===== src/rtl/core/s3964_pkg.sv =====
// shared types and constants for the 3964r receiver core
// no dependencies; imported by every module of the core

package s3964_pkg;

    // control characters of the link
    localparam logic [7:0] CH_STX = 8'h02;
    localparam logic [7:0] CH_ETX = 8'h03;
    localparam logic [7:0] CH_DLE = 8'h10;

    // reply codes
    localparam logic [1:0] REPLY_NONE = 2'd0;
    localparam logic [1:0] REPLY_DLE  = 2'd1;
    localparam logic [1:0] REPLY_NAK  = 2'd2;

    // frame status codes
    localparam logic [1:0] ST_NONE = 2'd0;
    localparam logic [1:0] ST_GOOD = 2'd1;
    localparam logic [1:0] ST_BAD  = 2'd2;

    // event kinds
    localparam logic MODE_BYTE = 1'b0;
    localparam logic MODE_TICK = 1'b1;

    // dle flag bits
    localparam int FL_SINGLE = 0;
    localparam int FL_DOUBLE = 1;
    localparam int FL_AFTER  = 2;

    localparam logic [15:0] TIMEOUT_RESET = 16'd220;
    localparam int          QUEUE_DEPTH   = 2;

    typedef struct packed {
        logic       mode;
        logic [7:0] rx_byte;
    } in_item_t;

    typedef struct packed {
        logic [1:0] reply_code;
        logic       payload_valid;
        logic [7:0] payload_byte;
        logic [1:0] frame_status;
    } out_item_t;

    // classified event handed from front to back
    typedef struct packed {
        logic       is_tick;
        logic       is_stx;
        logic       is_etx;
        logic       is_dle;
        logic [7:0] data;
    } cls_item_t;

    typedef enum logic [2:0] {
        PH_IDLE = 3'b001,
        PH_DATA = 3'b010,
        PH_BCC  = 3'b100
    } phase_t;

endpackage


===== src/rtl/core/s3964_front.sv =====
// front stage: accepts input items and classifies them into events
// depends on s3964_pkg

module s3964_front (
    input  logic                clk,
    input  logic                rst_n,
    input  logic                in_valid,
    output logic                in_stall,
    input  s3964_pkg::in_item_t in_item,
    output logic                push,
    output s3964_pkg::cls_item_t push_item,
    input  logic                q_full
);
    import s3964_pkg::*;

    logic      valid_reg, valid_next;
    cls_item_t cls_reg, cls_next;
    logic      take;

    assign push      = valid_reg && !q_full;
    assign in_stall  = valid_reg && q_full;
    assign take      = in_valid && !in_stall;
    assign push_item = cls_reg;

    always_comb
    begin
        valid_next = valid_reg;
        cls_next   = cls_reg;
        if (push)
        begin
            valid_next = 1'b0;
        end
        if (take)
        begin
            valid_next       = 1'b1;
            cls_next.is_tick = (in_item.mode == MODE_TICK);
            cls_next.is_stx  = (in_item.rx_byte == CH_STX);
            cls_next.is_etx  = (in_item.rx_byte == CH_ETX);
            cls_next.is_dle  = (in_item.rx_byte == CH_DLE);
            cls_next.data    = in_item.rx_byte;
        end
    end

    always_ff @(posedge clk or negedge rst_n)
    begin
        if (!rst_n)
        begin
            valid_reg <= 1'b0;
        end
        else
        begin
            valid_reg <= valid_next;
        end
    end

    always_ff @(posedge clk)
    begin
        cls_reg <= cls_next;
    end

endmodule


===== src/rtl/core/s3964_queue.sv =====
// short fifo of classified events between front and back
// depends on s3964_pkg

module s3964_queue #(
    parameter int DEPTH = s3964_pkg::QUEUE_DEPTH
) (
    input  logic                 clk,
    input  logic                 rst_n,
    input  logic                 push,
    input  s3964_pkg::cls_item_t push_item,
    output logic                 full,
    input  logic                 pop,
    output s3964_pkg::cls_item_t pop_item,
    output logic                 empty
);
    import s3964_pkg::*;

    localparam int PTR_W = (DEPTH > 1) ? $clog2(DEPTH) : 1;
    localparam int CNT_W = $clog2(DEPTH + 1);
    localparam logic [PTR_W-1:0] PTR_LAST = PTR_W'(DEPTH - 1);
    localparam logic [CNT_W-1:0] CNT_FULL = CNT_W'(DEPTH);

    cls_item_t        mem_reg [DEPTH];
    logic [PTR_W-1:0] wr_ptr_reg, wr_ptr_next;
    logic [PTR_W-1:0] rd_ptr_reg, rd_ptr_next;
    logic [CNT_W-1:0] cnt_reg, cnt_next;
    logic             do_push, do_pop;

    assign full     = (cnt_reg == CNT_FULL);
    assign empty    = (cnt_reg == '0);
    assign do_push  = push && !full;
    assign do_pop   = pop && !empty;
    assign pop_item = mem_reg[rd_ptr_reg];

    always_comb
    begin
        wr_ptr_next = wr_ptr_reg;
        rd_ptr_next = rd_ptr_reg;
        cnt_next    = cnt_reg;
        if (do_push)
        begin
            wr_ptr_next = (wr_ptr_reg == PTR_LAST) ? '0 : wr_ptr_reg + PTR_W'(1);
        end
        if (do_pop)
        begin
            rd_ptr_next = (rd_ptr_reg == PTR_LAST) ? '0 : rd_ptr_reg + PTR_W'(1);
        end
        if (do_push && !do_pop)
        begin
            cnt_next = cnt_reg + CNT_W'(1);
        end
        else if (do_pop && !do_push)
        begin
            cnt_next = cnt_reg - CNT_W'(1);
        end
    end

    always_ff @(posedge clk or negedge rst_n)
    begin
        if (!rst_n)
        begin
            wr_ptr_reg <= '0;
            rd_ptr_reg <= '0;
            cnt_reg    <= '0;
        end
        else
        begin
            wr_ptr_reg <= wr_ptr_next;
            rd_ptr_reg <= rd_ptr_next;
            cnt_reg    <= cnt_next;
        end
    end

    always_ff @(posedge clk)
    begin
        if (do_push)
        begin
            mem_reg[wr_ptr_reg] <= push_item;
        end
    end

endmodule


===== src/rtl/core/s3964_back.sv =====
// back stage: link protocol state, block check, destuffing and result register
// depends on s3964_pkg

module s3964_back (
    input  logic                 clk,
    input  logic                 rst_n,
    input  logic [15:0]          timeout_ticks,
    input  logic                 q_empty,
    input  s3964_pkg::cls_item_t q_item,
    output logic                 pop,
    output logic                 out_valid,
    input  logic                 out_stall,
    output s3964_pkg::out_item_t out_item
);
    import s3964_pkg::*;

    phase_t     phase_reg, phase_next;
    logic [7:0] bcc_reg, bcc_next;
    logic       prev_dle_reg, prev_dle_next;
    logic [2:0] flags_reg, flags_next;
    logic [15:0] tick_reg, tick_next;
    logic        out_valid_reg, out_valid_next;
    out_item_t   out_reg, out_next;
    out_item_t   res;
    logic [15:0] tick_inc;
    logic        go_idle;

    assign pop       = !q_empty && (!out_valid_reg || !out_stall);
    assign out_valid = out_valid_reg;
    assign out_item  = out_reg;
    assign tick_inc  = (tick_reg != 16'hFFFF) ? tick_reg + 16'd1 : tick_reg;

    always_comb
    begin
        phase_next    = phase_reg;
        bcc_next      = bcc_reg;
        prev_dle_next = prev_dle_reg;
        flags_next    = flags_reg;
        tick_next     = tick_reg;
        res           = '0;
        go_idle       = 1'b0;

        if (q_item.is_tick)
        begin
            if (phase_reg != PH_IDLE)
            begin
                tick_next = tick_inc;
                if (tick_inc >= timeout_ticks)
                begin
                    res.reply_code   = REPLY_NAK;
                    res.frame_status = ST_BAD;
                    go_idle          = 1'b1;
                end
            end
        end
        else
        begin
            unique case (phase_reg)
                PH_IDLE:
                begin
                    if (q_item.is_stx)
                    begin
                        phase_next     = PH_DATA;
                        bcc_next       = CH_STX;
                        res.reply_code = REPLY_DLE;
                    end
                    else
                    begin
                        res.reply_code = REPLY_NAK;
                    end
                end
                PH_DATA:
                begin
                    tick_next     = '0;
                    bcc_next      = bcc_reg ^ q_item.data;
                    prev_dle_next = q_item.is_dle;
                    priority if (!prev_dle_reg && q_item.is_dle)
                    begin
                        flags_next = 3'b001 << FL_SINGLE;
                    end
                    else if (prev_dle_reg && q_item.is_dle)
                    begin
                        if (!flags_reg[FL_DOUBLE])
                        begin
                            // doubled dle gives one payload dle
                            flags_next        = 3'b001 << FL_DOUBLE;
                            res.payload_valid = 1'b1;
                            res.payload_byte  = CH_DLE;
                        end
                        else
                        begin
                            // third dle opens a new end mark
                            flags_next = 3'b001 << FL_SINGLE;
                        end
                    end
                    else if (prev_dle_reg)
                    begin
                        if (flags_reg[FL_SINGLE])
                        begin
                            if (q_item.is_etx)
                            begin
                                phase_next = PH_BCC;
                                flags_next = (3'b001 << FL_SINGLE) | (3'b001 << FL_AFTER);
                            end
                            else
                            begin
                                res.reply_code   = REPLY_NAK;
                                res.frame_status = ST_BAD;
                                go_idle          = 1'b1;
                            end
                        end
                        else
                        begin
                            flags_next        = 3'b001 << FL_AFTER;
                            res.payload_valid = 1'b1;
                            res.payload_byte  = q_item.data;
                        end
                    end
                    else
                    begin
                        flags_next        = '0;
                        res.payload_valid = 1'b1;
                        res.payload_byte  = q_item.data;
                    end
                end
                PH_BCC:
                begin
                    if (q_item.data == bcc_reg)
                    begin
                        res.reply_code   = REPLY_DLE;
                        res.frame_status = ST_GOOD;
                    end
                    else
                    begin
                        res.reply_code   = REPLY_NAK;
                        res.frame_status = ST_BAD;
                    end
                    go_idle = 1'b1;
                end
                default:
                begin
                    go_idle = 1'b1;
                end
            endcase
        end

        if (go_idle)
        begin
            phase_next    = PH_IDLE;
            bcc_next      = '0;
            prev_dle_next = 1'b0;
            flags_next    = '0;
            tick_next     = '0;
        end
    end

    always_comb
    begin
        out_valid_next = out_valid_reg;
        out_next       = out_reg;
        if (out_valid_reg && !out_stall)
        begin
            out_valid_next = 1'b0;
        end
        if (pop)
        begin
            out_valid_next = 1'b1;
            out_next       = res;
        end
    end

    always_ff @(posedge clk or negedge rst_n)
    begin
        if (!rst_n)
        begin
            phase_reg     <= PH_IDLE;
            bcc_reg       <= '0;
            prev_dle_reg  <= 1'b0;
            flags_reg     <= '0;
            tick_reg      <= '0;
            out_valid_reg <= 1'b0;
        end
        else
        begin
            if (pop)
            begin
                phase_reg    <= phase_next;
                bcc_reg      <= bcc_next;
                prev_dle_reg <= prev_dle_next;
                flags_reg    <= flags_next;
                tick_reg     <= tick_next;
            end
            out_valid_reg <= out_valid_next;
        end
    end

    always_ff @(posedge clk)
    begin
        out_reg <= out_next;
    end

endmodule


===== src/rtl/core/serial_3964r_receiver_core.sv =====
// top level of the 3964r link receiver core
// depends on s3964_pkg, s3964_front, s3964_queue, s3964_back

// Receiver side of a 3964R serial link. Each input item is either one
// received character (mode 0) or one timer tick (mode 1), and each item
// yields exactly one result item: the reply character to send (none, DLE
// or NAK), an optional destuffed payload byte and a frame status (none,
// accepted, rejected). An STX while idle opens a frame and is answered
// with DLE; doubled DLEs collapse to one payload DLE; DLE ETX followed by
// a matching XOR block check closes the frame with DLE and an accepted
// status. A wrong terminator, a wrong check or a character timeout gives
// NAK and a rejected status. The timeout register counts ticks allowed
// between characters of an open frame (reset 220) and is written through
// the cfg channel, which is always ready; write it only while no item is
// in flight. Throughput is one item per clock while nothing stalls: a front
// stage registers and classifies items, a short fifo decouples it from the
// back stage, and the back stage updates the link state and fills the
// output register for each item that it pops. An accepted item passes the
// front register, the fifo and the output register before its result is
// valid. Input stall rises only when the front stage holds an item and
// the fifo is full; output stall holds the result register and backs
// items up into the fifo.

module serial_3964r_receiver_core #(
    parameter int QUEUE_DEPTH = s3964_pkg::QUEUE_DEPTH
) (
    input  logic                 clk,
    input  logic                 rst_n,
    // input channel
    input  logic                 in_valid,
    output logic                 in_stall,
    input  s3964_pkg::in_item_t  in_item,
    // result channel
    output logic                 out_valid,
    input  logic                 out_stall,
    output s3964_pkg::out_item_t out_item,
    // timeout register write
    input  logic                 cfg_valid,
    output logic                 cfg_ready,
    input  logic [15:0]          cfg_data
);
    import s3964_pkg::*;

    logic [15:0] timeout_ticks_reg, timeout_ticks_next;
    logic        push, q_full, q_empty, pop;
    cls_item_t   push_item, q_item;

    // register port never back-pressures
    assign cfg_ready = 1'b1;

    always_comb
    begin
        timeout_ticks_next = timeout_ticks_reg;
        if (cfg_valid && cfg_ready)
        begin
            timeout_ticks_next = cfg_data;
        end
    end

    always_ff @(posedge clk or negedge rst_n)
    begin
        if (!rst_n)
        begin
            timeout_ticks_reg <= TIMEOUT_RESET;
        end
        else
        begin
            timeout_ticks_reg <= timeout_ticks_next;
        end
    end

    // front: accept and classify
    s3964_front u_front (
        .clk       (clk),
        .rst_n     (rst_n),
        .in_valid  (in_valid),
        .in_stall  (in_stall),
        .in_item   (in_item),
        .push      (push),
        .push_item (push_item),
        .q_full    (q_full)
    );

    // decoupling fifo
    s3964_queue #(
        .DEPTH (QUEUE_DEPTH)
    ) u_queue (
        .clk       (clk),
        .rst_n     (rst_n),
        .push      (push),
        .push_item (push_item),
        .full      (q_full),
        .pop       (pop),
        .pop_item  (q_item),
        .empty     (q_empty)
    );

    // back: link state machine and result register
    s3964_back u_back (
        .clk           (clk),
        .rst_n         (rst_n),
        .timeout_ticks (timeout_ticks_reg),
        .q_empty       (q_empty),
        .q_item        (q_item),
        .pop           (pop),
        .out_valid     (out_valid),
        .out_stall     (out_stall),
        .out_item      (out_item)
    );

endmodule

===== config.mk =====
export PLATFORM = sky130hd
export DESIGN_NAME = serial_3964r_receiver_core
export DESIGN_NICKNAME = d
export VERILOG_FILES = /design/src/rtl/core/s3964_pkg.sv /design/src/rtl/core/s3964_front.sv /design/src/rtl/core/s3964_queue.sv /design/src/rtl/core/s3964_back.sv /design/src/rtl/core/serial_3964r_receiver_core.sv
export SDC_FILE = /design/constraint.sdc
export NUM_CORES = 1
export LEC_CHECK = 0
export BUFFER_PORTS_ARGS = -buffer_cell sky130_fd_sc_hd__buf_4
export CAP_MARGIN = 5
export CELL_PAD_IN_SITES_DETAIL_PLACEMENT = 0
export CELL_PAD_IN_SITES_GLOBAL_PLACEMENT = 1
export CORE_MARGIN = 8
export CORE_UTILIZATION = 52
export DETAILED_ROUTE_END_ITERATION = 6
export PLACE_DENSITY_LB_ADDON = 0.25
export SLEW_MARGIN = 20
export SYNTH_ARGS = -nofsm -noshare
export SYNTH_HDL_FRONTEND = slang
export SYNTH_HIERARCHICAL = 1
export SYNTH_SLANG_ARGS = --single-unit
export TNS_END_PERCENT = 20

===== constraint.sdc =====
create_clock -name clk -period 6.1 [get_ports clk]
set_input_delay 1.22 -clock clk [delete_from_list [all_inputs] [get_ports clk]]
set_output_delay 1.22 -clock clk [all_outputs]
set_load 0.02 [all_outputs]

==> metrics.md, run 1 <==
| Metric | Value |
|---|---|
| Crit path largest cell delay | 630 ps |
| Cell types occupying the most area after synthesis | edfxtp_1, dfrtp_1, mux2_4, ha_1, dfstp_2 |
| Quantity of hold-fixing buffers added after cts | 0 |
| Total power per unit cell area | 386.1 nW/um^2 |
| First-iteration detailed-routing DRC count | 206 |
| Synthesized flop and latch total | 101 |
| Cell count after synthesis | 454 |
| Outcome | finished, final reports clean |
| Setup repair after global routing missed its margin | false |
| Number of buffers created by CTS | 9 |
| Xor-xnor portion of the synthesized cell area | 3.619% |
| Hold crit path type | register to register |
| Post-CTS setup buffer count | 0 |
| Initial standard-cell utilization of the core | 52.51% |
| CTS HTree Levels | 3 |
| Required time at the endpoint of the critical path | 6360 ps |
| Clock Skew | 11.56 ps |
| Static Leak | 2.500 nW |
| Average footprint of a synthesized cell | 11.73 sq um |
| Area Overhead vs Synth | 11.02% |
| Complex-gate fraction of the synthesized area | 13.35% |
| Wire length of the first global-routing pass | 17,570 um |
| Overall die height | 117.2 um |
| Die X-Extent | 117.2 um |
| Port Buf Inserts | 44 |
| Setup slack on the worst flop-to-flop path | 1560 ps |
| Cell with the largest stage delay on the worst path | or4_1 |
| Clock-pin slew on the worst setup and hold paths | 100 ps |
| Endpoint of the worst hold path | u_queue/mem_reg[0][6]$_DFFE_PP_ |
| Worst r2r dst | u_back/tick_reg[0]$_DFFE_PN0P_ |
| GRT Overall Usage | 16.75% |
| Largest area contributor in the netlist | edfxtp_1 |
| Crit Path Max Fanout | 18 |
| Worst reg2reg path startpoint | u_back/tick_reg[5]$_DFFE_PN0P_ |
| Final HPWL DP | 7531 um |
| Crit Path Class | register to register |
| Number of antenna violations at the first check in global routing | 0 |
| Arrival time at the worst endpoint | 4800 ps |
| Crit path launch | u_back/tick_reg[5]$_DFFE_PN0P_ |
| Max Root-Sink Buffers | 2 |
| Number of enable flip-flop cells after synthesis | 49 |
| Site row count | 37 |
| Non-filler cells, final | 637 |
| Adder-Cell Fraction of Synth Area | 4.230% |
| Setup TNS after final layout | 0 ps |
| Min Clock Period, post-route | 4535 ps |
| Multiplexer share of the synthesized area | 7.897% |
| Max-capacitance violation count | 0 |
| Post-synthesis cell area | 5324 sq um |
| Overflow left after global routing | 0 |
| Final number of hold-violating endpoints | 0 |
| Max FFs per register | 24 |
| Via count of the first global-routing pass | 3,573 |
| Number of unique standard cell types used by synthesis | 63 |
| Antenna fix cells | 0 |
| Mapped Nets | 502 |
| Max IR drop VDD | 0.2252 mV |
| Largest net degree at the start of global routing | 53 |
| Clk sink count | 101 |
| Flip-flop cell with the highest count after synthesis | edfxtp_1 |
| Routed via count | 3,536 |
| Number of nets at the end of the flow | 544 |
| Fraction of final layout cells sized beyond drive strength 1 | 23.35% |
| Syn. warnings | 6 |
| GP Congestion | 0.8337 |
| Post-layout util | 58.30% |
| Post-DR vias/cell | 5.551 |
| Final setup violation count | 0 |
| Hold path depth | 0 |
| Post-synth ARST share | 51.49% |
| Routed wire length per instance | 16.26 um |
| Clock root buffer | clkbuf_8 |
| Detailed-route wire length | 10,360 um |
| Cells along the critical path | nand4_1 -> or4_1 -> nor2_1 -> nand2_1 -> mux2_2 -> ha_1 -> nand4_1 -> or4_4 -> o32ai_2 -> or3_1 -> o21ai_1 -> mux2_2 |
| Placed Instances | 621 |
| R2r worst-path depth | 12 |
| Endpoint class of the critical path | register |
| TritonCTS clock tree | done |
| Slew HR | 33.73% |
| Share of synthesized area occupied by flip-flops and latches | 52.22% |
| Maximum clock rate | 0.2205 GHz |
| Post-cts sizing count | 0 |
| Max-slew violation total from the final report | 0 |
| Final cycle utilization of the critical path | 74.35% |
| Synth Area in Simple Gates | 14.92% |
| Pre-antenna DRT Iters | 4 |
| Critical hold path startpoint | u_front/push_item[6]$_DFFE_PP_ |
| Area share of the largest cell type after synthesis | 27.64% |
| Core footprint | 10,140 sq um |
| Worst Setup Start Kind | register |
| Dominant combinational cell family by area after synthesis | simple AND/OR/NAND/NOR gates |
| Overall die area | 13,730 sq um |
| DR DRC count | 0 |
| Count of pins on the block boundary | 46 |
| Measured slew at the worst slew-check pin | 990.4 ps |
| Clk Latency, worst-skew pair | 370 ps |
| Number of nets with antenna violations after routing | 0 |
[worst max-delay path, delay by kind of cell, from the launching register on]
kind | cells | cell delay (ps)
and+or+nand+nor | 7 | 2570
AOI/OAI and AO/OA | 2 | 490
adders and majority gates | 1 | 290
DFF | 1 | 460
muxes | 2 | 630
[where the power goes]
group	switching (W)	internal, W
Sequential	0.000124	0.000916
Combinational	0.000475	0.000355
Clock	0.000252	0.000161
[through the flow]
stage	worst slack, ps	hold WS, ps	total power, W	area (sq um)
after floorplan	2456	421.5	0.001668	5324
after global placement	1729	428.1	0.001858	5718
after detailed placement	1667	431.9	0.001883	5718
after CTS	1569	457.0	0.002306	5906
after global routing	1227	471.1	0.002447	5911
final	1565	454.9	0.002282	5911
[cells in the mapped netlist, types with 2 or more instances]
| cell | number |
|---|---|
| edfxtp_1 | 49 |
| dfrtp_1 | 46 |
| nand2_1 | 30 |
| nor2_1 | 30 |
| inv_1 | 23 |
| mux2_4 | 19 |
| ha_1 | 18 |
| a21oi_1 | 17 |
| o21ai_0 | 17 |
| o21ai_1 | 15 |
| xor2_1 | 14 |
| and3_1 | 13 |
| mux2_2 | 10 |
| nand3_1 | 9 |
| nor2b_1 | 9 |
| nor3_1 | 9 |
| o21a_1 | 9 |
| a21o_1 | 8 |
| xnor2_1 | 8 |
| a32oi_1 | 7 |
| nand4_1 | 7 |
| a22o_1 | 6 |
| dfstp_2 | 6 |
| nand2b_1 | 6 |
| or3_1 | 6 |
| buf_6 | 4 |
| nor4_1 | 4 |
| nor4_2 | 4 |
| and4b_1 | 3 |
| buf_2 | 3 |
| clkbuf_1 | 3 |
| or2_2 | 3 |
| a21oi_2 | 2 |
| a31oi_1 | 2 |
| and2_1 | 2 |
| buf_4 | 2 |
| mux2_1 | 2 |
| nor3b_1 | 2 |
| o22ai_1 | 2 |
| or4_4 | 2 |
[layer usage]
layer  vias to the layer above  track usage [%]  wire, um
li1                       1753                -         -
met1                      1651            24.45      5084
met2                       122            23.80      4387
met3                        10            3.079       721
met4                         0            6.997       162
met5                         -                0         0
[area by class of cell]
cell class	count	area (sq um)
Clock buffer	10	127.6
Clock inverter	6	60.06
Fill cell	844	4228
Inverter	24	90.09
Multi-Input combinational cell	316	2352
Sequential cell	101	2780
Tap cell	136	170.2
Timing Repair Buffer	44	330.3
[how the worst max path moves through the flow]
stage / endpoint / slack [ps] / cells past startpoint
global route: u_back/tick_reg[0]$_DFFE_PN0P_ / 1230 / 13
finish: u_back/tick_reg[0]$_DFFE_PN0P_ / 1560 / 12
global placement: u_back/tick_reg[0]$_DFFE_PN0P_ / 1730 / 13
CTS: u_back/tick_reg[14]$_DFFE_PN0P_ / 1570 / 12
detailed placement: u_back/tick_reg[14]$_DFFE_PN0P_ / 1670 / 12
floorplan: u_back/tick_reg[11]$_DFFE_PN0P_ / 2460 / 14
[cell families after synthesis]
group | Yosys count
other | 1
AND/OR/NAND/NOR | 144
adder cells (fa/ha/maj) | 18
flip-flops | 101
AO/OA/AOI/OAI | 100
multiplexers | 31
buffers and inverters | 37
XOR/XNOR | 22
[layout by cell type (no fill, tap or decap), types with 13 or more instances in the layout]
cell type  Yosys  final
a21oi_1       17     17
and3_1        13     13
buf_4          2     44
dfrtp_1       46     46
edfxtp_1      49     49
ha_1          18     18
inv_1         23     23
mux2_4        19     19
nand2_1       30     30
nor2_1        30     30
o21ai_0       17     17
o21ai_1       15     15
xor2_1        14     14
Power figures use the tool's default switching activity.
==> run 2: changes to the inputs <==
--- a/config.mk
+++ b/config.mk
@@ -10,7 +10,7 @@
 export CELL_PAD_IN_SITES_DETAIL_PLACEMENT = 0
 export CELL_PAD_IN_SITES_GLOBAL_PLACEMENT = 1
 export CORE_MARGIN = 8
-export CORE_UTILIZATION = 52
+export CORE_UTILIZATION = 44
 export DETAILED_ROUTE_END_ITERATION = 6
 export PLACE_DENSITY_LB_ADDON = 0.25
 export SLEW_MARGIN = 20
==> constraint.sdc (replaced) <==
create_clock -name clk -period 3.81 [get_ports clk]
set_input_delay 0.762 -clock clk [delete_from_list [all_inputs] [get_ports clk]]
set_output_delay 0.762 -clock clk [all_outputs]
set_load 0.02 [all_outputs]
==> run 2 against run 1 <==
  * Core utilization decreased by 3.8 points
  * Worst setup slack got worse by 1400 ps
  * Global-route usage decreased by 2.0 points
  * Combinational power increased by 81%
  * Sequential cell count unchanged
  * Critical path depth increased by 1
  * Register-to-register slack got worse by 1400 ps
  * First-iteration DRC count increased by 20%
  * Clock skew decreased by 1.5 ps
  * Die area increased by 16%
  * Wire length increased by 8.0%
==> metrics.md, run 2 (synthesized netlist as in run 1, its figures left out) <==
| Metric | Value |
|---|---|
| Outcome | finished, final reports clean |
| Hold path depth | 0 (unchanged) |
| Final worst hold slack | 448.6 ps (-6.297 ps) |
| Final setup slack of the worst path | 131.2 ps (-1433 ps) |
| Cells along the critical path | nand4_1 -> or4_4 -> o21a_4 -> and3_4 -> xnor2_4 -> ha_1 -> nand2_2 -> or4_4 -> buf_6 -> o32a_4 -> a21oi_4 -> nand2_2 -> o32ai_2 |
| Max-slew violation total from the final report | 0 (unchanged) |
| Final HPWL DP | 8176 um (+8.6%) |
| Min Clock Period, post-route | 3679 ps (-856.7 ps) |
| Required time at the endpoint of the critical path | 4050 ps (-2310 ps) |
| Die X-Extent | 126 um (+7.5%) |
| Wire length of the first global-routing pass | 18,860 um (+7.3%) |
| Antenna fix cells | 0 (unchanged) |
| Quantity of hold-fixing buffers added after cts | 0 (unchanged) |
| Hold crit path type | register to register |
| Clock Skew | 10.04 ps (-1.512 ps) |
| Crit Path Class | register to register |
| Critical path buffer and inverter count | 1 (+1) |
| Worst Setup Start Kind | register |
| Final number of hold-violating endpoints | 0 (unchanged) |
| GRT Overall Usage | 14.78% (-2.0 points) |
| Highest-count cells in the layout ignoring fill and taps | buf_4, edfxtp_1, dfrtp_1 |
| Number of antenna violations at the first check in global routing | 0 (unchanged) |
| Pre-antenna DRT Iters | 5 (+1) |
| Crit path largest cell delay | 580 ps (-50 ps) |
| Most frequent standard cell in the layout excluding fill and tap cells | buf_4 |
| Routed via count | 3,711 (+4.9%) |
| Core footprint | 11,910 sq um (+17%) |
| Area Overhead vs Synth | 22.02% |
| CTS HTree Levels | 3 (unchanged) |
| Clock root buffer | clkbuf_16 |
| Max Root-Sink Buffers | 2 (unchanged) |
| Endpoint of the worst hold path | u_queue/mem_reg[1][8]$_DFFE_PP_ |
| Setup slack on the worst flop-to-flop path | 130 ps (-1430 ps) |
| Max-capacitance violation count | 0 (unchanged) |
| Worst r2r dst | u_back/phase_reg[1]$_DFFE_PN0P_ |
| Overflow left after global routing | 0 (unchanged) |
| Endpoint class of the critical path | register |
| DR DRC count | 0 (unchanged) |
| Final setup violation count | 0 (unchanged) |
| Slew HR | 31.94% (-1.8 points) |
| Initial standard-cell utilization of the core | 44.70% (-7.8 points) |
| Number of nets at the end of the flow | 588 (+8.1%) |
| Post-layout util | 54.54% (-3.8 points) |
| Cell with the largest stage delay on the worst path | or4_4 |
| Fraction of final layout cells sized beyond drive strength 1 | 32.11% (+8.8 points) |
| Number of nets with antenna violations after routing | 0 (unchanged) |
| Static Leak | 2.797 nW (+12%) |
| Max IR drop VDD | 0.3169 mV (+41%) |
| Total power per unit cell area | 620.2 nW/um^2 (+61%) |
| GP Congestion | 0.8330 (about the same) |
| Overall die area | 15,880 sq um (+16%) |
| Post-DR vias/cell | 5.363 (-3.4%) |
| Count of pins on the block boundary | 46 (unchanged) |
| Via count of the first global-routing pass | 3,728 (+4.3%) |
| TritonCTS clock tree | done |
| Port Buf Inserts | 44 (unchanged) |
| Number of buffers created by CTS | 9 (unchanged) |
| Category of cells accounting for the largest share of critical-path delay | simple AND/OR/NAND/NOR gates |
| Measured slew at the worst slew-check pin | 1019 ps (+28.37 ps) |
| Critical hold path startpoint | u_front/push_item[8]$_DFFE_PP_ |
| Max FFs per register | 24 (unchanged) |
| Crit Path Max Fanout | 4 (-14) |
| Clock-pin slew on the worst setup and hold paths | 70 ps (-30 ps) |
| First-iteration detailed-routing DRC count | 247 (+20%) |
| Worst reg2reg path startpoint | u_back/tick_reg[6]$_DFFE_PN0P_ |
| Site row count | 40 (+8.1%) |
| Clk sink count | 101 (unchanged) |
| Clk Latency, worst-skew pair | 350 ps (-20 ps) |
| Maximum clock rate | 0.2718 GHz (+23%) |
| Filler Cell Count | 1,052 (+25%) |
| R2r worst-path depth | 13 (+1) |
| Largest net degree at the start of global routing | 53 (unchanged) |
| Detailed-route wire length | 11,190 um (+8.0%) |
| Overall die height | 126 um (+7.5%) |
| Final cycle utilization of the critical path | 96.56% (+22 points) |
| Routed wire length per instance | 16.16 um (-0.56%) |
| Arrival time at the worst endpoint | 3920 ps (-880 ps) |
| Post-Place Worst Slack | 5.686 ps (-1661 ps) |
-- run 2: cell count changes in the layout (fill, tap and decap cells not counted), sizes merged --
| cell | change |
|---|---|
| clkinv | +1 |
| inv | -2 |
| clkinvlp | +1 |
| buf | +44 |
-- run 2: area by class of cell --
| cell class | count | area, sq um | share of cell area [%] |
|---|---|---|---|
| Multi-Input combinational cell | 316 | 2454 | 37.77 |
| Clock buffer | 10 | 229.0 | 3.525 |
| Clock inverter | 6 | 66.31 | 1.021 |
| Tap cell | 147 | 183.9 | 2.831 |
| Inverter | 24 | 90.09 | 1.387 |
| Timing Repair Buffer | 88 | 693.2 | 10.67 |
| Sequential cell | 101 | 2780 | 42.80 |
-- run 2: worst reg2reg max path, cell delays in order (launching register included) --
cell	delay (ps)
dfrtp_1	350
nand4_1	140
or4_4	580
o21a_4	240
and3_4	200
xnor2_4	130
ha_1	280
nand2_2	50
or4_4	520
buf_6	130
o32a_4	330
a21oi_4	230
nand2_2	90
o32ai_2	290
-- run 2: routing by layer --
layer | GRT usage [%] | vias to the layer above | part of all wire [%]
li1 | - | 1845 | -
met1 | 20.45 | 1784 | 49
met2 | 22.38 | 75 | 45
met3 | 3.586 | 7 | 4.6
met4 | 4.459 | 0 | 1.0
met5 | 0 | - | 0
-- run 2: per-stage QoR --
step	setup TNS (ps)	area (sq um)	instances	power, W
final	0	6496	692	0.004029
after global routing	-10.49	6496	692	0.004293
after CTS	0	6370	690	0.004065
after detailed placement	0	6072	674	0.003146
after global placement	0	6072	674	0.003105
after floorplan	0	5324	454	0.002670
-- run 2: what timing repair did --
item,4_1_cts,5_1_grt
buffers inserted,0,2
setup endpoints to repair,8,25
pin swaps,0,10
gates resized for setup,1,21
-- run 2: worst max-delay path by stage --
stage                                                 end  cells after the start                            from
after floorplan           u_back/tick_reg[11]$_DFFE_PN0P_                     14  u_back/tick_reg[5]$_DFFE_PN0P_
after global placement     u_back/tick_reg[7]$_DFFE_PN0P_                     14  u_back/tick_reg[6]$_DFFE_PN0P_
after detailed placement    u_back/bcc_reg[4]$_DFFE_PN0P_                     14  u_back/tick_reg[4]$_DFFE_PN0P_
after CTS                 u_back/phase_reg[1]$_DFFE_PN0P_                     13  u_back/tick_reg[4]$_DFFE_PN0P_
after global routing       u_back/tick_reg[7]$_DFFE_PN0P_                     14  u_back/tick_reg[3]$_DFFE_PN0P_
final                     u_back/phase_reg[1]$_DFFE_PN0P_                     13  u_back/tick_reg[6]$_DFFE_PN0P_
-- run 2: power by group --
group | switching [W] | internal, W
sequential | 0.000161 | 0.00147
combinational | 0.000838 | 0.000662
clock | 0.000436 | 0.000464
==> run 3: changes to the inputs <==
--- a/config.mk
+++ b/config.mk
@@ -10,12 +10,11 @@
 export CELL_PAD_IN_SITES_DETAIL_PLACEMENT = 0
 export CELL_PAD_IN_SITES_GLOBAL_PLACEMENT = 1
 export CORE_MARGIN = 8
-export CORE_UTILIZATION = 44
+export CORE_UTILIZATION = 43
 export DETAILED_ROUTE_END_ITERATION = 6
 export PLACE_DENSITY_LB_ADDON = 0.25
 export SLEW_MARGIN = 20
 export SYNTH_ARGS = -nofsm -noshare
 export SYNTH_HDL_FRONTEND = slang
-export SYNTH_HIERARCHICAL = 1
 export SYNTH_SLANG_ARGS = --single-unit
 export TNS_END_PERCENT = 20
==> constraint.sdc (replaced) <==
create_clock -name clk -period 3.81 [get_ports clk]
set_input_delay 0.762 -clock clk [delete_from_list [all_inputs] [get_ports clk]]
set_output_delay 0.762 -clock clk [all_outputs]
set_load 0.005 [all_outputs]
==> run 3 against run 2 <==
  * Design area decreased by 8.6%
  * Sequential share of layout area increased by 4.0 points
  * Via count is 3.0% lower
  * Maximum frequency grew 0.92%
  * Die area shrank 2.1%
  * Wire length down 5.6%
  * Critical path type unchanged
==> metrics.md, run 3 <==
| Metric | Value |
|---|---|
| Worst r2r dst | u_back.bcc_reg[5]$_DFFE_PN0P_ |
| Overall die area | 15,540 sq um (-2.1%) |
| Clock-pin slew on the worst setup and hold paths | 70 ps (about the same) |
| Synthesized flop and latch total | 101 (unchanged) |
| Top cells by count, synth | nand2_1, edfxtp_1, dfrtp_1 |
| GRT Overall Usage | 13.95% (-0.82 points) |
| Category of cells accounting for the largest share of critical-path delay | simple AND/OR/NAND/NOR gates |
| Clock Skew | 10.05 ps (+0.001900 ps) |
| Most frequent standard cell in the layout excluding fill and tap cells | nand2_1 |
| Overall die height | 124.7 um (-1.1%) |
| Syn. warnings | 0 (-6) |
| Area Overhead vs Synth | 16.95% |
| Site row count | 39 (-2.5%) |
| Slew HR | 34.77% (+2.8 points) |
| Final setup violation count | 0 (unchanged) |
| Number of unique standard cell types used by synthesis | 66 (+4.8%) |
| Cell with the largest stage delay on the worst path | dfrtp_1 |
| Static Leak | 2.504 nW (-10%) |
| Detailed-route wire length | 10,560 um (-5.6%) |
| Clock root buffer | clkbuf_16 |
| Cell types occupying the most area after synthesis | edfxtp_1, dfrtp_1, ha_1, nand2_1, dfstp_2 |
| Setup TNS after final layout | 0 ps (unchanged) |
| Setup slack on the worst flop-to-flop path | 160 ps (+30 ps) |
| Critical hold path startpoint | u_front.push_item[6]$_DFFE_PP_ |
| Overflow left after global routing | 0 (unchanged) |
| Number of enable flip-flop cells after synthesis | 49 (unchanged) |
| Average footprint of a synthesized cell | 10.97 sq um (-6.5%) |
| First-iteration detailed-routing DRC count | 215 (-13%) |
| Hold path depth | 0 (unchanged) |
| Initial standard-cell utilization of the core | 44.29% (-0.41 points) |
| Min Clock Period, post-route | 3645 ps (-33.69 ps) |
| Setup repair after global routing missed its margin | true |
| Port Buf Inserts | 44 (unchanged) |
| Final HPWL DP | 7717 um (-5.6%) |
| Cell count after synthesis | 463 (+2.0%) |
| Pre-antenna DRT Iters | 5 (unchanged) |
| Highest-count cells in the layout ignoring fill and taps | nand2_1, buf_4, edfxtp_1 |
| Fraction of final layout cells sized beyond drive strength 1 | 20.69% (-11 points) |
| Wire length of the first global-routing pass | 18,040 um (-4.4%) |
| Final cycle utilization of the critical path | 95.67% (-0.88 points) |
| Total power per unit cell area | 642.8 nW/um^2 (+3.6%) |
| Post-synthesis cell area | 5079 sq um (-4.6%) |
| DR DRC count | 0 (unchanged) |
| Crit Path Class | register to register |
| Cells along the critical path | ha_1 -> nand2_1 -> nor4_4 -> buf_4 -> a211o_4 -> nor2_1 -> xor2_1 -> ha_1 -> nand2_1 -> nor3_4 -> nand3b_1 -> a31oi_4 -> nand3_2 -> a221o_1 |
| Endpoint class of the critical path | register |
| Flip-flop cell with the highest count after synthesis | edfxtp_1 |
| Power consumption | 0.003818 W (-5.3%) |
| Post-DR vias/cell | 5.414 (+0.95%) |
| Share of synthesized area occupied by flip-flops and latches | 54.74% (+2.5 points) |
| Critical path buffer and inverter count | 1 (unchanged) |
| Crit Path Max Fanout | 8 (+4) |
| Final number of hold-violating endpoints | 0 (unchanged) |
| TritonCTS clock tree | done |
| Die X-Extent | 124.7 um (-1.1%) |
| Core footprint | 11,470 sq um (-3.7%) |
| CTS HTree Levels | 3 (unchanged) |
| Measured slew at the worst slew-check pin | 974.9 ps (-43.90 ps) |
| Arrival time at the worst endpoint | 3870 ps (-50 ps) |
| Number of antenna violations at the first check in global routing | 0 (unchanged) |
| Number of nets with antenna violations after routing | 0 (unchanged) |
| Max-capacitance violation count | 0 (unchanged) |
| Max IR drop VDD | 0.3093 mV (-2.4%) |
| Quantity of hold-fixing buffers added after cts | 0 (unchanged) |
| Mapped Nets | 511 (+1.8%) |
| Routed wire length per instance | 15.88 um (-1.8%) |
| Worst Setup Start Kind | register |
| Outcome | finished, final reports clean |
| Required time at the endpoint of the critical path | 4040 ps (about the same) |
| Max Root-Sink Buffers | 2 (unchanged) |
| Post-synth ARST share | 51.49% (unchanged) |
| Antenna fix cells | 0 (unchanged) |
| Maximum clock rate | 0.2743 GHz (+0.92%) |
| Area share of the largest cell type after synthesis | 28.97% (+1.3 points) |
| R2r worst-path depth | 14 (+1) |
| Count of pins on the block boundary | 46 (unchanged) |
| Number of buffers created by CTS | 9 (unchanged) |
| Max-slew violation total from the final report | 0 (unchanged) |
| Crit path largest cell delay | 440 ps (-140 ps) |
| Number of nets at the end of the flow | 565 (-3.9%) |
| Largest net degree at the start of global routing | 53 (unchanged) |
| GP Congestion | 0.7915 (-5.0%) |
| Hold crit path type | register to register |
| Most frequently used cell type in the post-synthesis netlist | nand2_1 |
| Max FFs per register | 24 (unchanged) |
| Largest area contributor in the netlist | edfxtp_1 |
| Worst reg2reg path startpoint | u_back.tick_reg[0]$_DFFE_PN0P_ |
| Via count of the first global-routing pass | 3,550 (-4.8%) |
| Post-layout util | 51.79% (-2.7 points) |
| Clk sink count | 101 (unchanged) |
| Clk Latency, worst-skew pair | 350 ps (about the same) |
| Routed via count | 3,600 (-3.0%) |
| Endpoint of the worst hold path | u_queue.mem_reg[1][6]$_DFFE_PP_ |
run 3: cell types whose count changed after synthesis, sizes merged, moves of 6 or more:
cell and delta:
xor2 -6, nand2 +30, o21ai +7, nor2b -7
a21o -6, nor2 +12, mux2i +13, mux2 -26
o21a -8, xnor2 +7, a32oi -7, and3 -6
nor3 +7, a221o +7
run 3: layout make-up:
type | instances | area, sq um
Clock buffer | 9 | 225.2
Clock inverter | 7 | 65.06
Fill cell | 1023 | 5528
Inverter | 21 | 78.83
Multi-Input combinational cell | 327 | 2180
Sequential cell | 101 | 2780
Tap cell | 143 | 178.9
Timing Repair Buffer | 57 | 431.7
run 3: worst max-delay path by stage:
stage | startpoint | depth (start not counted) | slack (ps) | end
floorplan | u_back.tick_reg[7]$_DFFE_PN0P_ | 14 | 620 | u_back.phase_reg[1]$_DFFE_PN0P_
global placement | u_back.tick_reg[0]$_DFFE_PN0P_ | 16 | 250 | u_back.tick_reg[4]$_DFFE_PN0P_
detailed placement | u_back.tick_reg[9]$_DFFE_PN0P_ | 14 | 130 | u_back.tick_reg[4]$_DFFE_PN0P_
CTS | u_back.tick_reg[0]$_DFFE_PN0P_ | 16 | 110 | u_back.tick_reg[3]$_DFFE_PN0P_
global route | u_back.tick_reg[0]$_DFFE_PN0P_ | 15 | -10 | u_back.phase_reg[1]$_DFFE_PN0P_
finish | u_back.tick_reg[0]$_DFFE_PN0P_ | 14 | 160 | u_back.bcc_reg[5]$_DFFE_PN0P_
run 3: power by group:
| part | internal [W] | switching, W |
|---|---|---|
| Combinational | 0.000546 | 0.000762 |
| Clock | 0.000461 | 0.000438 |
| Sequential | 0.00145 | 0.000157 |
| Total | 0.00246 | 0.00136 |
run 3: layer usage:
metal	GRT usage [%]	share of wire [%]	routed length [um]
met5	0	0	0
met3	3.149	5.4	570
met2	19.99	42	4487
met1	20.63	51	5408
met4	3.402	0.88	93
run 3: through the flow:
stage	worst slack, ps	instances	cell area (sq um)	hold WS [ps]
floorplan	623.9	463	5079	421.5
global placement	252.0	646	5579	425.1
detailed placement	126.9	646	5579	433.8
CTS	108.6	662	5869	450.7
global route	-9.817	665	5939	466.7
finish	164.9	665	5939	453.4
run 3: cells by family after synthesis:
group | count (synthesis) | synth area share [%]
buffers and inverters | 35 | 3.202
AND/OR/NAND/NOR | 171 | 17.02
AO/OA/AOI/OAI | 96 | 12.44
other | 1 | 0.07384
flip-flops | 101 | 54.74
multiplexers | 18 | 4.114
adder cells (fa/ha/maj) | 18 | 4.435
XOR/XNOR | 23 | 3.967
run 3: repair_timing:
action,4_1_cts,5_1_grt
setup buffers,0,3
setup endpoints to repair,0,23
resized for setup,0,10
